===== config.mk =====
export PLATFORM = sky130hd
export DESIGN_NAME = gray_pixel_random_noise
export DESIGN_NICKNAME = d
export VERILOG_FILES = /design/src/rtl/gprn_pkg.sv /design/src/rtl/gprn_mod_pipe.sv /design/src/rtl/gprn_luma.sv /design/src/rtl/gprn_delay.sv /design/src/rtl/gray_pixel_random_noise.sv
export SDC_FILE = /design/constraint.sdc
export NUM_CORES = 1
export LEC_CHECK = 0
export ABC_CLOCK_PERIOD_IN_PS = 6400
export BUFFER_PORTS_ARGS = -buffer_cell sky130_fd_sc_hd__buf_2
export CORE_AREA = 2 2 309 311
export CTS_CLUSTER_DIAMETER = 50
export DETAILED_ROUTE_END_ITERATION = 16
export DIE_AREA = 0 0 311 313
export PLACE_DENSITY = 0.59
export SYNTH_ARGS = -nofsm -noshare
export SYNTH_HDL_FRONTEND = slang
export SYNTH_SLANG_ARGS = --single-unit

===== constraint.sdc =====
create_clock -name clk -period 6.4 [get_ports clk]
set_clock_uncertainty 0.1 [all_clocks]
set_input_delay 1.6 -clock clk [delete_from_list [all_inputs] [get_ports clk]]
set_output_delay 1.6 -clock clk [all_outputs]
set_load 0.05 [all_outputs]

===== src/rtl/gprn_pkg.sv =====
// Types and constants for the gray pixel random noise block.
package gprn_pkg;

	localparam int PIX_W      = 8;
	localparam int REM_W      = 8;
	localparam int DIV_W      = 9;
	localparam int AMP_W      = 8;
	localparam int THR_W      = 7;
	localparam int CFG_IDX_W  = 2;
	localparam int CFG_DATA_W = 8;
	localparam int PROD_W     = 15;
	localparam int LUMA_SUM_W = 23;
	localparam int GATE_REM_W = 7;

	typedef logic [PIX_W-1:0]      pix_t;
	typedef logic [REM_W-1:0]      rem_t;
	typedef logic [DIV_W-1:0]      div_t;
	typedef logic [CFG_DATA_W-1:0] cfg_data_t;

	typedef enum logic [CFG_IDX_W-1:0] {
		REG_NOISE_AMPLITUDE   = 2'd0,
		REG_THRESHOLD_PERCENT = 2'd1
	} cfg_index_t;

	// fixed-point luma weights, sum of weights is 1 << LUMA_SHIFT
	localparam logic [13:0] W_RED      = 14'd4899;
	localparam logic [13:0] W_GREEN    = 14'd9617;
	localparam logic [13:0] W_BLUE     = 14'd1868;
	localparam logic [LUMA_SUM_W-1:0] LUMA_ROUND = 23'd8192;
	localparam int LUMA_SHIFT = 14;

	localparam logic [DIV_W-1:0]  GATE_MOD   = 9'd100;
	localparam logic [PROD_W-1:0] GATE_SCALE = 15'd100;
	localparam logic [PROD_W-1:0] THR_SCALE  = 15'd255;

endpackage


===== src/rtl/gprn_mod_pipe.sv =====
// Pipelined restoring remainder unit, one dividend bit per stage.
module gprn_mod_pipe #(
	parameter int DVD_W = 15
) (
	input  logic              clk,
	input  logic [DVD_W-1:0]  dividend,
	input  gprn_pkg::div_t    divisor,
	output gprn_pkg::rem_t    remainder
);
	import gprn_pkg::*;

	rem_t             rem_s [DVD_W];
	logic [DVD_W-1:0] dvd_s [DVD_W];
	div_t             div_s [DVD_W];

	for (genvar i = 0; i < DVD_W; i++) begin : g_stage
		logic [DVD_W-1:0] dvd_in;
		div_t             div_in;
		rem_t             rem_in;
		div_t             trial;
		div_t             diff;

		if (i == 0) begin : g_first
			assign dvd_in = dividend;
			assign div_in = divisor;
			assign rem_in = '0;
		end else begin : g_next
			assign dvd_in = dvd_s[i-1];
			assign div_in = div_s[i-1];
			assign rem_in = rem_s[i-1];
		end

		// partial remainder stays below the divisor, so it fits REM_W bits
		assign trial = {rem_in, dvd_in[DVD_W-1-i]};
		assign diff  = trial - div_in;

		always_ff @(posedge clk) begin
			dvd_s[i] <= dvd_in;
			div_s[i] <= div_in;
			rem_s[i] <= (trial >= div_in) ? diff[REM_W-1:0] : trial[REM_W-1:0];
		end
	end

	assign remainder = rem_s[DVD_W-1];

endmodule


===== src/rtl/gprn_luma.sv =====
// Two-stage luma computation: weighted products, then rounded sum.
module gprn_luma (
	input  logic           clk,
	input  logic           arst_n,
	input  logic           valid_in,
	input  logic           tag_in,
	input  gprn_pkg::pix_t blue,
	input  gprn_pkg::pix_t green,
	input  gprn_pkg::pix_t red,
	output logic           valid_out,
	output logic           tag_out,
	output gprn_pkg::pix_t luma
);
	import gprn_pkg::*;

	logic                  valid_s1, valid_s2;
	logic                  tag_s1, tag_s2;
	logic [20:0]           pr_s1;
	logic [21:0]           pg_s1;
	logic [18:0]           pb_s1;
	pix_t                  luma_s2;
	logic [LUMA_SUM_W-1:0] sum;
	logic [LUMA_SUM_W-1:0] sum_sh;

	always_ff @(posedge clk or negedge arst_n) begin
		if (!arst_n) begin
			valid_s1 <= 1'b0;
			valid_s2 <= 1'b0;
		end else begin
			valid_s1 <= valid_in;
			valid_s2 <= valid_s1;
		end
	end

	always_ff @(posedge clk) begin
		tag_s1 <= tag_in;
		pr_s1  <= 21'(red * W_RED);
		pg_s1  <= 22'(green * W_GREEN);
		pb_s1  <= 19'(blue * W_BLUE);
	end

	assign sum    = LUMA_SUM_W'(pr_s1) + LUMA_SUM_W'(pg_s1) + LUMA_SUM_W'(pb_s1) + LUMA_ROUND;
	assign sum_sh = sum >> LUMA_SHIFT;

	always_ff @(posedge clk) begin
		tag_s2  <= tag_s1;
		luma_s2 <= sum_sh[PIX_W-1:0];
	end

	assign valid_out = valid_s2;
	assign tag_out   = tag_s2;
	assign luma      = luma_s2;

endmodule


===== src/rtl/gprn_delay.sv =====
// Delay line for valid and sideband data, aligning them with the remainder unit.
module gprn_delay #(
	parameter int W     = 9,
	parameter int DEPTH = 13
) (
	input  logic         clk,
	input  logic         arst_n,
	input  logic         valid_in,
	input  logic [W-1:0] data_in,
	output logic         valid_out,
	output logic [W-1:0] data_out
);
	logic         valid_s [DEPTH];
	logic [W-1:0] data_s  [DEPTH];

	for (genvar i = 0; i < DEPTH; i++) begin : g_tap
		logic         v_in;
		logic [W-1:0] d_in;

		if (i == 0) begin : g_first
			assign v_in = valid_in;
			assign d_in = data_in;
		end else begin : g_next
			assign v_in = valid_s[i-1];
			assign d_in = data_s[i-1];
		end

		always_ff @(posedge clk or negedge arst_n) begin
			if (!arst_n) begin
				valid_s[i] <= 1'b0;
			end else begin
				valid_s[i] <= v_in;
			end
		end

		always_ff @(posedge clk) begin
			data_s[i] <= d_in;
		end
	end

	assign valid_out = valid_s[DEPTH-1];
	assign data_out  = data_s[DEPTH-1];

endmodule


===== src/rtl/gray_pixel_random_noise.sv =====
// Top level: BGR pixel to gray with random noise, fully pipelined.
//
// Usage:
//   Pixel channel: raise start with blue, green, red and the three random
//   words; the transaction is taken at any edge where start is high and busy
//   is low. busy stays low, so one pixel may be issued every cycle.
//   Result channel: done is high for exactly one cycle with gray_out and
//   noise_applied; the receiver must take it then, it cannot stall.
//   The pipeline depth comes from the amount remainder pipeline (modulo
//   amplitude+1), one random-word bit per stage, plus one output stage
//   for the gate compare and saturation. The gate word modulo 100 takes
//   two stages, a reciprocal multiply and then a subtract back, and rides
//   the delay line with the luma value.
//   Throughput: one pixel per cycle.
//   Configuration: cfg_valid/cfg_ready write channel, cfg_ready always high.
//   Index 0 is noise_amplitude, index 1 threshold_percent; other indexes are
//   ignored. Write only while no pixel is in flight.
//   Reset: arst_n clears both registers to 0 and empties the pipeline.
module gray_pixel_random_noise #(
	parameter int RAND_BITS = 15
) (
	input  logic                            clk,
	input  logic                            arst_n,
	input  logic                            start,
	output logic                            busy,
	input  gprn_pkg::pix_t                  blue,
	input  gprn_pkg::pix_t                  green,
	input  gprn_pkg::pix_t                  red,
	input  logic [RAND_BITS-1:0]            rand_gate,
	input  logic [RAND_BITS-1:0]            rand_sign,
	input  logic [RAND_BITS-1:0]            rand_amount,
	output logic                            done,
	output gprn_pkg::pix_t                  gray_out,
	output logic                            noise_applied,
	input  logic                            cfg_valid,
	output logic                            cfg_ready,
	input  logic [gprn_pkg::CFG_IDX_W-1:0]  cfg_index,
	input  gprn_pkg::cfg_data_t             cfg_data
);
	import gprn_pkg::*;

	// floor(x / 100) == (x * GATE_RECIP) >> GATE_SH for every RAND_BITS-bit x
	localparam int GATE_SH = RAND_BITS + 7;
	localparam int RECIP_W = RAND_BITS + 1;
	localparam int MUL_W   = 2 * RAND_BITS + 1;
	localparam int QUO_W   = RAND_BITS - 6;
	localparam int SIDE_W  = PIX_W + 1 + GATE_REM_W;
	localparam logic [63:0] GATE_RECIP_FULL = ((64'd1 << GATE_SH) + 64'd99) / 64'd100;
	localparam logic [RECIP_W-1:0] GATE_RECIP = GATE_RECIP_FULL[RECIP_W-1:0];

	logic             accept;
	logic [AMP_W-1:0] noise_amplitude_q;
	logic [THR_W-1:0] threshold_percent_q;
	div_t             amp_div;

	logic [MUL_W-1:0]      gate_mul;
	logic [QUO_W-1:0]      gate_quo_s1;
	logic [RAND_BITS-1:0]  gate_word_s1;
	logic [RAND_BITS-1:0]  gate_back;
	logic [RAND_BITS-1:0]  gate_diff;
	logic [GATE_REM_W-1:0] gate_rem_s2;

	logic             luma_valid;
	logic             luma_sign;
	pix_t             luma_val;
	logic             valid_d;
	logic [SIDE_W-1:0] side_d;
	logic [GATE_REM_W-1:0] gate_rem;
	rem_t             step;

	logic [PROD_W-1:0] gate_prod;
	logic [PROD_W-1:0] thr_prod;
	logic              hit;
	logic [PIX_W:0]    sum9;
	logic [PIX_W:0]    diff9;
	pix_t              noisy;
	pix_t              y_d;

	logic done_q;
	pix_t gray_out_q;
	logic noise_applied_q;

	assign busy      = 1'b0;
	assign cfg_ready = 1'b1;
	assign accept    = start && !busy;

	always_ff @(posedge clk or negedge arst_n) begin
		if (!arst_n) begin
			noise_amplitude_q   <= '0;
			threshold_percent_q <= '0;
		end else if (cfg_valid && cfg_ready) begin
			case (cfg_index)
				REG_NOISE_AMPLITUDE: begin
					noise_amplitude_q <= cfg_data[AMP_W-1:0];
				end
				REG_THRESHOLD_PERCENT: begin
					threshold_percent_q <= cfg_data[THR_W-1:0];
				end
				default: begin
				end
			endcase
		end
	end

	assign amp_div = {1'b0, noise_amplitude_q} + DIV_W'(1);

	// gate word modulo 100: quotient by reciprocal, then subtract back
	assign gate_mul = MUL_W'(rand_gate) * MUL_W'(GATE_RECIP);

	always_ff @(posedge clk) begin
		gate_quo_s1  <= gate_mul[MUL_W-1:GATE_SH];
		gate_word_s1 <= rand_gate;
	end

	assign gate_back = RAND_BITS'(gate_quo_s1) * RAND_BITS'(GATE_MOD);
	assign gate_diff = gate_word_s1 - gate_back;

	always_ff @(posedge clk) begin
		gate_rem_s2 <= gate_diff[GATE_REM_W-1:0];
	end

	gprn_luma u_luma (
		.clk       (clk),
		.arst_n    (arst_n),
		.valid_in  (accept),
		.tag_in    (rand_sign[0]),
		.blue      (blue),
		.green     (green),
		.red       (red),
		.valid_out (luma_valid),
		.tag_out   (luma_sign),
		.luma      (luma_val)
	);

	// luma and gate remainder take two stages; pad to the remainder pipeline depth
	gprn_delay #(
		.W     (SIDE_W),
		.DEPTH (RAND_BITS - 2)
	) u_delay (
		.clk       (clk),
		.arst_n    (arst_n),
		.valid_in  (luma_valid),
		.data_in   ({gate_rem_s2, luma_sign, luma_val}),
		.valid_out (valid_d),
		.data_out  (side_d)
	);

	gprn_mod_pipe #(
		.DVD_W (RAND_BITS)
	) u_amount_mod (
		.clk       (clk),
		.dividend  (rand_amount),
		.divisor   (amp_div),
		.remainder (step)
	);

	assign y_d       = side_d[PIX_W-1:0];
	assign gate_rem  = side_d[SIDE_W-1:PIX_W+1];
	assign gate_prod = PROD_W'(gate_rem) * GATE_SCALE;
	assign thr_prod  = PROD_W'(threshold_percent_q) * THR_SCALE;
	assign hit       = gate_prod <= thr_prod;
	assign sum9      = {1'b0, y_d} + {1'b0, step};
	assign diff9     = {1'b0, y_d} - {1'b0, step};

	always_comb begin
		if (!side_d[PIX_W]) begin
			noisy = sum9[PIX_W] ? {PIX_W{1'b1}} : sum9[PIX_W-1:0];
		end else begin
			noisy = diff9[PIX_W] ? '0 : diff9[PIX_W-1:0];
		end
	end

	always_ff @(posedge clk or negedge arst_n) begin
		if (!arst_n) begin
			done_q <= 1'b0;
		end else begin
			done_q <= valid_d;
		end
	end

	always_ff @(posedge clk) begin
		gray_out_q      <= hit ? noisy : y_d;
		noise_applied_q <= hit;
	end

	assign done          = done_q;
	assign gray_out      = gray_out_q;
	assign noise_applied = noise_applied_q;

endmodule


==> impl_metrics.csv, run 1 <==
group,metric,value,unit
sta,final.setup.tns,0,ns
sta,min_period_over_period,93.1,%
setup_path,end_kind,"flop",
synthesis,yosys.area.top_type_share,40.2,%
die,row_count,113,
die,dieWidth,311,um
clocking,htree_levels,3,
routing,routed_wl,53.5,mm
die,die_h,313,um
final_layout,multi_input_area,16800,sq um
routing,vias,19200,
sta,slew_violations,0,
synthesis,async_flop_share,4.51,%
sta,rsz0062_at_grt,"no",
final_layout,area_delta_synth_final,15.6,%
synthesis,synth.area.top_cells,"dfxtp_1 40%, ha_1 19%, fa_1 10%, inv_1 5.8%, mux2_2 3.3%",
place,place_congestion,0.816,
synthesis,ys_types,77,
routing,wl_per_cell,12.1,um
status,status,"finished clean",
routing,drtPass1Iterations,5,
global_routing,antenna_found_initial,1,
clocking,clkTransAtPathRegs,0.06,ns
clocking,post_cts_resized,0,
die,num_io_pins,95,
global_routing,overflow,0,
setup_path,path_max_fanout,9,
global_routing,grt_max_degree,32,
clocking,insertion_delay,0.64,ns
hold_path,hold_path_class,"reg2reg",
sta,finalHoldViolCount,0,
final_layout,utilization,40.1,%
sta,max_freq,168,MHz
clocking,postCtsHoldBufs,0,
sta,worstMarginPinSlew,1.02,ns
setup_path,critPathMaxStageDelay,0.60,ns
routing,drt_iter0_markers,749,
synthesis,yosys-top-cells-count,"657 x dfxtp_1, 505 x inv_1, 494 x ha_1",
synthesis,yosysSeqAreaShare,42.6,%
routing,vias_per_cell,4.34,
global_routing,grt_pass1_vias,20000,
clocking,cts.sinks,688,
setup_path,cp_cell_sequence,"inv_1 -> fa_1 -> inv_1 -> fa_1 -> inv_1 -> fa_1 -> inv_1 -> fa_1 -> ha_1 -> nor4_1 -> o31ai_1 -> o41ai_1 -> xor2_1 -> ha_1 -> nand2_1 -> nor4_1 -> nor2_1 -> o211ai_2 -> mux2_2",
synthesis,syn_area,32700,sq um
routing,antenna_left,0,
final_layout,nNetsFinal,3824,
sta,period_minus_slack,5.96,ns
clocking,post_cts_buffers,0,
setup_path,startpoint_type,"flop",
global_routing,grt_pass1_wl,93.3,mm
die,core,94200,sq um
final_layout,fillCellCount,9120,
synthesis,postSynthAreaPerCell,11.2,sq um
clocking,cts.path.max_buffers,3,
die,start_util,34.7,%
clocking,ctsRootBufferMaster,"clkbuf_16",
sta,relSlewSlack,32.0,%
setup_path,cp.required,6.81,ns
synthesis,netlist_instances,2909,
global_routing,grt.total_usage,11.4,%
synthesis,synth_flop_cell,"dfxtp_1",
routing,drc,0,
clocking,cts_tree,"done",
synthesis,ys_warn_count,0,
sta,finalSetupViolCount,0,
synthesis,synthesis.nets,3652,
place,io_buffers,78,
setup_path,critical_path_class,"reg2reg",
job,drv_cap,0,
synthesis,ys_seq_elements,688,
final_layout,drive_above_1_share,11.9,%
synthesis,yosys.area.top_type,"dfxtp_1",
place,dp_hpwl,42.1,mm
final_layout,n_antenna_cell,0,
die,dieArea,97300,sq um
final_layout,regArea,13900,sq um
setup_path,cp_data_arrival_time,6.37,ns
synthesis,synth_most_common_cell,"dfxtp_1",
clocking,cts-buffers-inserted,87,
setup_path,cp_slowest_cell,"fa_1",
synthesis,synth-edff-count,0,
[layout by cell type (no fill, tap or decap), drive strengths merged, types with 85 or more instances in the layout]
cell    instances
a21oi         132
buf            90
clkbuf        105
dfxtp         657
fa            166
ha            494
inv           521
mux2          104
nor2           85
o21ai          93
xnor2          99
[logic make-up (layout without fill, tap and decap cells)]
logic type      count (synthesis)  count (layout)  synth area share, %
buf+inv                       514             759                 5.99
flops                         688             688                 42.6
compound gates                423             423                 8.34
xor+xnor                      159             159                 4.34
mux                           135             135                 4.53
simple gates                  328             328                 5.11
fa+ha+maj                     660             660                 29.1
other cells                     2               2               0.0230
[final cells by class]
class	instances	area share (%)
Inverter	507	5.03
Clock buffer	105	6.29
Tap cell	1265	4.19
Clock inverter	57	1.90
Timing Repair Buffer	90	1.27
Sequential cell	688	36.8
Multi-Input combinational cell	1707	44.5
[critical path, delay by kind of cell, from the launching register on]
| family | cells | cell delay (ns) |
|---|---|---|
| flops | 1 | 0.39 |
| buf+inv | 4 | 0.34 |
| simple gates | 4 | 0.87 |
| compound gates | 3 | 0.80 |
| xor+xnor | 1 | 0.13 |
| mux | 1 | 0.43 |
| fa+ha+maj | 6 | 2.75 |
[per-layer routing]
layer | GRT usage (%) | part of all wire (%) | wire, um
met4 | 3.92 | 2.7 | 1460
met1 | 14.6 | 47 | 25400
met3 | 2.23 | 3.3 | 1770
met2 | 19.2 | 46 | 24900
met5 | 0 | 0 | 0
[final timing paths]
check / depth (start not counted) / slack [ns] / end / start
setup / recovery: 19 / 0.44 / gray_out[7]$_DFF_P_ / threshold_percent_q[1]$_DFFE_PN0P_
setup reg to reg: 19 / 0.44 / gray_out[7]$_DFF_P_ / threshold_percent_q[1]$_DFFE_PN0P_
hold / removal: 0 / 0.19 / u_delay.data_s[0][0]$_DFF_P_ / u_luma.luma[0]$_DFF_P_
hold reg to reg: 0 / 0.19 / u_delay.data_s[0][0]$_DFF_P_ / u_luma.luma[0]$_DFF_P_
min in group asynchronous: 1 / 0.91 / u_luma.valid_out$_DFF_PN0_ / arst_n
max in group asynchronous: 1 / 4.84 / noise_amplitude_q[3]$_DFFE_PN0P_ / arst_n
[stage by stage]
step | area [sq um] | instances | hold slack [ns] | setup slack (ns)
floorplan | 32700 | 2909 | 0.210 | 0.612
global placement | 34700 | 4257 | 0.210 | 0.0903
detailed placement | 34700 | 4257 | 0.212 | 0.0751
CTS | 37800 | 4419 | 0.181 | 0.384
global route | 37800 | 4419 | 0.189 | 0.100
finish | 37800 | 4419 | 0.187 | 0.439
[flip-flops by register name, indices dropped and copies added, names as in the netlist, 12 cells and up]
signal and cells:
u_delay.g_tap.v_in 12, u_amount_mod.dvd_s 105, u_luma.pb_s1 17, u_luma.pg_s1 22
u_delay.data_s 208, u_luma.pr_s1 21, u_amount_mod.rem_s 120, u_amount_mod.div_s 126
Power of run 1 is not shown: default switching activity piles up to over one toggle a cycle in this logic, so the estimate is an artifact.
==> run 2: changes to the inputs <==
- CORE_AREA: 2 2 309 311 -> 2 2 313 315
- DIE_AREA: 0 0 311 313 -> 0 0 315 317
- SYNTH_HIERARCHICAL: unset -> 1
==> impl_metrics.csv, run 2 <==
group,metric,value,unit
status,status,"finished clean",
synthesis,yosys.area.top_type,"dfxtp_1",
clocking,cts-buffers-inserted,82,
global_routing,grt_max_degree,32,
synthesis,synth.area.top_cells,"dfxtp_1 39%, ha_1 18%, fa_1 9.9%, inv_1 5.5%, mux2_2 3.2%",
sta,max_freq,166,MHz
die,dieArea,99900,sq um
routing,vias_per_cell,4.56,
sta,finalSetupViolCount,0,
clocking,htree_levels,3,
final_layout,nNetsFinal,3923,
synthesis,netlist_instances,3025,
final_layout,mostFrequentLayoutCell,"dfxtp_1",
clocking,cts_tree,"done",
global_routing,grt_pass1_wl,99.4,mm
setup_path,cp_data_arrival_time,6.44,ns
synthesis,yosys-top-cells-count,"657 x dfxtp_1, 495 x inv_1, 493 x ha_1",
synthesis,synth_flop_cell,"dfxtp_1",
die,dieWidth,315,um
routing,routed_wl,58.7,mm
synthesis,synthesis.nets,3767,
setup_path,critPathMaxStageDelay,0.58,ns
clocking,cts.sinks,688,
sta,period_minus_slack,6.04,ns
synthesis,ys_types,82,
clocking,cts.path.max_buffers,3,
die,row_count,114,
final_layout,drive_above_1_share,12.0,%
routing,vias,20600,
sta,worstMarginPinSlew,1.13,ns
synthesis,yosysSeqAreaShare,41.5,%
synthesis,synth-edff-count,0,
final_layout,largest_reg_flops,208,
routing,drt_iter0_markers,715,
global_routing,grt_pass1_vias,20800,
final_layout,layout_common_cells,"657 x dfxtp_1, 494 x inv_1, 493 x ha_1",
final_layout,top_register,"u_delay/data_s",
setup_path,startpoint_type,"flop",
setup_path,end_kind,"flop",
setup_path,critical_path_class,"reg2reg",
routing,drc,0,
sta,relSlewSlack,24.7,%
setup_path,cp.required,6.80,ns
setup_path,cp_slowest_cell,"fa_2",
clocking,insertion_delay,0.65,ns
clocking,clkTransAtPathRegs,0.06,ns
place,dp_cells,4371,
die,num_io_pins,95,
final_layout,utilization,40.0,%
synthesis,syn_area,33500,sq um
die,start_util,34.8,%
synthesis,async_flop_share,4.51,%
setup_path,path_max_fanout,4,
final_layout,reg.largest.list,"u_delay/data_s (208), u_amount_mod/div_s (126), u_amount_mod/rem_s (120)",
place,place_congestion,0.802,
routing,antenna_left,0,
final_layout,fillCellCount,9321,
place,io_buffers,78,
die,die_h,317,um
global_routing,overflow,0,
setup_path,cp_cell_sequence,"inv_1 -> fa_2 -> inv_2 -> fa_1 -> inv_1 -> fa_1 -> inv_1 -> fa_1 -> ha_1 -> a21o_1 -> or3_1 -> o2111ai_2 -> nand2_1 -> xnor2_1 -> ha_1 -> a21o_1 -> a211oi_2 -> o21ai_1 -> o211ai_1 -> o21ba_4 -> nor2_4 -> buf_4 -> mux2_4",
synthesis,ys_seq_elements,688,
clocking,ctsRootBufferMaster,"clkbuf_16",
place,dp_hpwl,46.3,mm
final_layout,layout.cells.non_filler,4522,
global_routing,antenna_found_initial,1,
synthesis,synth_most_common_cell,"dfxtp_1",
sta,finalHoldViolCount,0,
final_layout,n_antenna_cell,0,
synthesis,postSynthAreaPerCell,11.1,sq um
die,core,96300,sq um
hold_path,hold_path_class,"reg2reg",
final_layout,area_delta_synth_final,14.8,%
job,drv_cap,0,
routing,wl_per_cell,13.0,um
routing,drtPass1Iterations,5,
synthesis,yosys.area.top_type_share,39.2,%
global_routing,grt.total_usage,12.1,%
sta,slew_violations,0,
sta,min_period_over_period,94.4,%
synthesis,ys_warn_count,6,
-- run 2: repair_timing --
item | 4_1_cts | 5_1_grt
hold buffers | 0 | 0
setup endpoints to repair | 7 | 8
pin swaps | 1 | 5
resized for setup | 0 | 9
endpoints found under the hold margin | 0 | 0
cloned | 0 | 0
setup buffers | 2 | 0
-- run 2: layout make-up --
class                      count  area [sq um]  share of cell area [%]
tap                         1276          1600                    4.15
timing repair buffer          92           499                    1.30
sequential                   688         13900                    36.2
multi-input combinational   1822         17600                    45.9
clock buffer                 103          2280                    5.93
inverter                     495          1860                    4.83
clock inverter                46           672                    1.75
-- run 2: through the flow --
| stage | cell area (sq um) | worst slack (ns) | hold slack (ns) | setup TNS [ns] |
|---|---|---|---|---|
| global placement | 35500 | 0.0701 | 0.210 | 0 |
| CTS | 38500 | 0.0397 | 0.176 | 0 |
| finish | 38500 | 0.359 | 0.181 | 0 |
| detailed placement | 35500 | -0.0805 | 0.212 | -0.529 |
| floorplan | 33500 | 0.358 | 0.210 | 0 |
| global route | 38500 | -0.0162 | 0.179 | -0.0162 |
-- run 2: kinds of logic (layout without fill, tap and decap cells) --
family	Yosys count	after routing	synth area share [%]
buffers and inverters	515	736	5.91
flip-flops	688	688	41.5
other	2	2	0.0224
multiplexers	135	135	4.49
XOR/XNOR	131	131	3.42
AND/OR/NAND/NOR	392	392	6.08
AO/OA/AOI/OAI	503	503	10.2
adder cells (fa/ha/maj)	659	659	28.3
-- run 2: path summary, 6_finish.rpt --
check / from / end / slack (ns) / cells past startpoint
min reg2reg: u_delay/data_s[5][5]$_DFF_P_ / u_delay/data_s[6][5]$_DFF_P_ / 0.18 / 0
max: threshold_percent_q[3]$_DFFE_PN0P_ / gray_out[6]$_DFF_P_ / 0.36 / 23
min in group asynchronous: arst_n / u_luma/valid_out$_DFF_PN0_ / 0.89 / 1
max reg2reg: threshold_percent_q[3]$_DFFE_PN0P_ / gray_out[6]$_DFF_P_ / 0.36 / 23
min: u_delay/data_s[5][5]$_DFF_P_ / u_delay/data_s[6][5]$_DFF_P_ / 0.18 / 0
max in group asynchronous: arst_n / done$_DFF_PN0_ / 4.88 / 1
-- run 2: worst max-delay path, delay by kind of cell, from the launching register on --
family | cells | cell delay, ns
compound gates | 7 | 1.31
xor+xnor | 1 | 0.13
fa+ha+maj | 6 | 2.72
buf+inv | 5 | 0.42
flops | 1 | 0.37
mux | 1 | 0.30
simple gates | 3 | 0.54
-- run 2: per-layer routing --
metal	share of wire [%]	global-route usage, %	wire length [um]
met5	0	0	0
met1	47	15.5	27800
met4	2.0	3.82	1180
met3	3.5	2.32	2080
met2	47	20.5	27600
Power of run 2 is left out for the same reason.
